[src/lcsl_pkg.sv]
// Package for the longest common substring length unit.
// Holds widths, the per-beat cell control struct and the sequencer state type.
// No dependencies.
`default_nettype none

package lcsl_pkg;

  localparam int SYM_W   = 8;
  localparam int COUNT_W = 8;
  localparam logic [COUNT_W-1:0] COUNT_MAX = {COUNT_W{1'b1}};

  localparam logic ACT_LOAD  = 1'b0;
  localparam logic ACT_QUERY = 1'b1;

  typedef struct packed {
    logic             load;
    logic             query;
    logic             restart;
    logic             clear;
    logic [SYM_W-1:0] symbol;
  } cell_ctl_t;

  typedef enum logic [1:0] {
    ST_RUN   = 2'b01,
    ST_DRAIN = 2'b10
  } lcsl_state_t;

endpackage

`default_nettype wire

[src/lcsl_cell.sv]
// One reference position of the unit: stored symbol, fill flag, run counter,
// local maximum and one stage of the maximum chain.
// Depends on lcsl_pkg.
`default_nettype none

module lcsl_cell
  import lcsl_pkg::*;
(
  input  wire logic               clk,
  input  wire logic               rst,
  input  wire cell_ctl_t          ctl,
  input  wire logic               prev_filled,
  input  wire logic [COUNT_W-1:0] prev_count,
  input  wire logic [COUNT_W-1:0] prev_max,
  output logic                    filled,
  output logic [COUNT_W-1:0]      count,
  output logic [COUNT_W-1:0]      max_out
);

  logic               held;
  logic [SYM_W-1:0]   sym;
  logic [COUNT_W-1:0] run;
  logic [COUNT_W-1:0] best;
  logic [COUNT_W-1:0] max_reg;
  logic               held_eff;
  logic               write;
  logic [COUNT_W-1:0] run_next;

  assign held_eff = held & ~ctl.restart;
  assign write    = ctl.load & ~held_eff & prev_filled;

  always_comb begin
    if (sym == ctl.symbol) begin
      run_next = (prev_count == COUNT_MAX) ? COUNT_MAX : prev_count + 1'b1;
    end else begin
      run_next = '0;
    end
  end

  always_ff @(posedge clk) begin
    if (rst) begin
      held    <= 1'b0;
      run     <= '0;
      best    <= '0;
      max_reg <= '0;
    end else begin
      held    <= held_eff | write;
      max_reg <= (prev_max > best) ? prev_max : best;
      if (ctl.restart || ctl.clear) begin
        run  <= '0;
        best <= '0;
      end else if (ctl.query && held) begin
        run <= run_next;
        if (run_next > best) begin
          best <= run_next;
        end
      end
    end
  end

  always_ff @(posedge clk) begin
    if (write) begin
      sym <= ctl.symbol;
    end
  end

  assign filled  = held_eff;
  assign count   = run;
  assign max_out = max_reg;

endmodule

`default_nettype wire

[config.mk]
export PLATFORM = sky130hd
export DESIGN_NAME = lcsl_cell
export DESIGN_NICKNAME = d
export VERILOG_FILES = /design/src/lcsl_pkg.sv /design/src/lcsl_cell.sv
export SDC_FILE = /design/constraint.sdc
export NUM_CORES = 1
export LEC_CHECK = 0
export BUFFER_PORTS_ARGS = -buffer_cell sky130_fd_sc_hd__buf_2
export CAP_MARGIN = 5
export CORE_MARGIN = 2
export CORE_UTILIZATION = 57
export DETAILED_ROUTE_END_ITERATION = 12
export GPL_ROUTABILITY_DRIVEN = 1
export HOLD_SLACK_MARGIN = 0.02
export PLACE_DENSITY = 0.95
export SLEW_MARGIN = 0
export SYNTH_ARGS = -nofsm -noshare
export SYNTH_HDL_FRONTEND = slang
export SYNTH_SLANG_ARGS = --single-unit
[constraint.sdc]
create_clock -name clk -period 5.2 [get_ports clk]
set_clock_uncertainty 0.05 [all_clocks]
set_input_delay 0.26 -clock clk [delete_from_list [all_inputs] [get_ports clk]]
set_output_delay 0.26 -clock clk [all_outputs]
set_load 0.01 [all_outputs]
==> run summary <==
IO Pins: 48
Routed wl met3: 266 um
Hold Worst Slack: 0.0735 ns
Area of the mapped netlist: 0.00191 mm2
Root buf cell: clkbuf_4
Final setup viols: 0
Crit Path Class: reg2reg
Synthesis-to-layout area growth: 18.0%
Die height: 61.9 um
Run status: completed
HP Class: in2reg
Layout cell share with drive strength beyond 1: 0.251
Synth Instances: 206
Non-filler instance count after layout: 301
FILL cells: 262
Max VDD drop: 0.207 mV
Crit path max fanout: 8
Final Hold Fails: 0
Hold_sp: ctl[7]
Initial antenna violation count: 0
Worst setup SP type: register
RR Endpoint: best[0]
Starting Density: 0.581
Sequential element share of the synthesized area: 0.388
Final core occ: 0.685
Syn Nets: 254
Worst-path clk slew: 0.10 ns
ANT cells: 0
Final Max Tran Viols: 0
Worst Hold End: sym[7]
Antenna viol nets, final: 0
Reg2reg start: sym[3]
Final worst slack: 2.03 ns
Leak: 0.902 nW
IO buf count: 47
Design area: 0.00225 mm2
Vias in the first global route: 1554
# clock sinks: 33
M1 WL: 1770 um
Part of the cycle the worst path needs: 0.610
First-pass GRT wire length: 6760 um
Residual DRC count: 0
Drt wl/cell: 13.7 um
Pwr Density: 232 mW/mm2
Bufs on Longest Clock Path: 2
Hold buffers post-CTS: 0
Setup_tns: 0 ns
Fraction of synthesis flops using an asynchronous set or reset pin: 0
Crit path required time: 5.35 ns
Final wirelength: 4120 um
YS warnings: 0
Largest net degree at the start of global routing: 19
Max_slew headroom: 0.564
Initial DRT Pass Iterations: 4
Worst reg-to-reg path cell count: 9
Post-CTS Setup Bufs: 0
DP HPWL: 3250 um
Total CTS buffers: 5
Worst-Margin Slew: 0.648 ns
Die Width: 61.9 um
Top Layer Used: met4
Cell Count Post-Placement: 293
WHS Path Cells: 1
Resize count post-CTS: 0
Max_cap viols: 0
Met2 Wirelength: 2030 um
Vias/cell: 5.58
Clock latency on the worst-skew pair: 0.33 ns
Cell Area, Placed: 0.00218 mm2
EDFF count, synth: 8
Critical Path End Type: register
Tot Pwr: 0.522 mW
Place WS: 2.16 ns
Library cells used by synthesis: 37
Syn avg cell area: 9.26 um2
Die area: 0.00383 mm2
Row count: 21
Min Clock Period, post-route: 3.17 ns
Synth Flop Type: dfxtp_1
Fmax: 316 MHz
DRT iter0 DRCs: 95
H-Tree Level Count: 2
Flop2flop setup slack: 2.03 ns
Core Area: 0.00328 mm2
GRT Total Usage: 0.239
Synthesis-stage register bit count: 33
Critical Path AT: 3.32 ns
RSZ-0062 raised after global routing: no
Routability cong.: 0.920
Via count: 1681
CTS tree: yes
Grt total ovfl: 0
Layout net count: 302
-- cells in the mapped netlist, types with 2 or more instances --
library cell	instances	area, um2
nor2b_1	3	18.8
nor2_1	5	18.8
dfxtp_1	25	500
nand4_2	3	37.5
a211o_1	2	17.5
mux2i_1	8	80.1
inv_1	10	37.5
buf_2	2	10.0
nand3_2	2	20.0
o211ai_1	2	15.0
nand2_1	21	78.8
nand2b_1	16	100
a21oi_1	22	110
nor4_1	5	31.3
clkbuf_1	3	11.3
a211oi_2	2	25.0
ha_1	17	213
a211oi_1	2	15.0
edfxtp_1	8	240
nand3_1	10	50.1
o21ai_0	9	45.0
xnor2_1	8	70.1
or3_1	2	12.5
o21a_1	2	15.0
nand4_1	5	31.3
-- metal layers --
layer | vias up | track usage
met1 | 759 | 0.304
met2 | 69 | 0.408
met4 | 0 | 0.0699
met3 | 6 | 0.0518
met5 | - | 0
li1 | 847 | -
-- cell usage in the layout (no fill, tap or decap), types with 3 or more instances in the layout --
master,instances
nand3_1,10
edfxtp_1,8
xnor2_1,8
nand2b_1,16
mux2i_1,8
inv_1,10
nand4_1,5
dfxtp_1,25
o21ai_0,9
nor4_1,5
buf_2,47
a21oi_1,22
nand2_1,21
nand4_2,3
nor2b_1,3
nor2_1,5
clkbuf_4,5
ha_1,17
-- report_power, final --
| part | total, mW | switching [mW] | internal [mW] | leakage, nW |
|---|---|---|---|---|
| registers | 0.272 | 0.00203 | 0.269 | 0.278 |
| logic | 0.0630 | 0.0348 | 0.0282 | 0.585 |
| clock network | 0.187 | 0.0872 | 0.100 | 0.0399 |
-- state kept, by name (all words and copies together), names as in the netlist --
register and cells:
held 1, best 8, max_out 8, count 8, sym 8
-- final cells by class --
type                       instances  area (um2)  area share
timing repair buffer              47         235       0.105
inverter                          10        37.5      0.0167
tap                               46        57.6      0.0256
clock buffer                       6        41.3      0.0183
clock inverter                     2        33.8      0.0150
sequential                        33         741       0.329
multi-input combinational        157        1100       0.491
-- worst max-delay path: stages, from the launching register on --
cell      delay [ns]
edfxtp_1        0.39
xnor2_1         0.21
nand4_2         0.27
nor4_1          0.62
ha_1            0.37
o21a_1          0.18
a21oi_1         0.33
nand3_1         0.33
nand4_1         0.20
a21oi_1         0.08
-- kinds of logic after synthesis --
logic type,Yosys count,synth area share
and+or+nand+nor,76,0.228
muxes,8,0.0420
DFF,33,0.388
buffers and inverters,16,0.0328
xor gates and xnor gates,9,0.0413
AOI/OAI and AO/OA,47,0.157
adders and majority gates,17,0.111
-- how the worst max path moves through the flow --
stage / startpoint / endpoint / slack, ns
2_1_floorplan: sym[0] / best[5] / 2.62
5_1_grt: sym[7] / best[0] / 1.76
3_5_place_dp: ctl[3] / best[0] / 2.16
4_1_cts: sym[3] / best[0] / 2.13
6_report: sym[3] / best[0] / 2.03
3_3_place_gp: prev_count[0] / best[2] / 2.29
No activity file was read; power rests on OpenSTA's default activity.
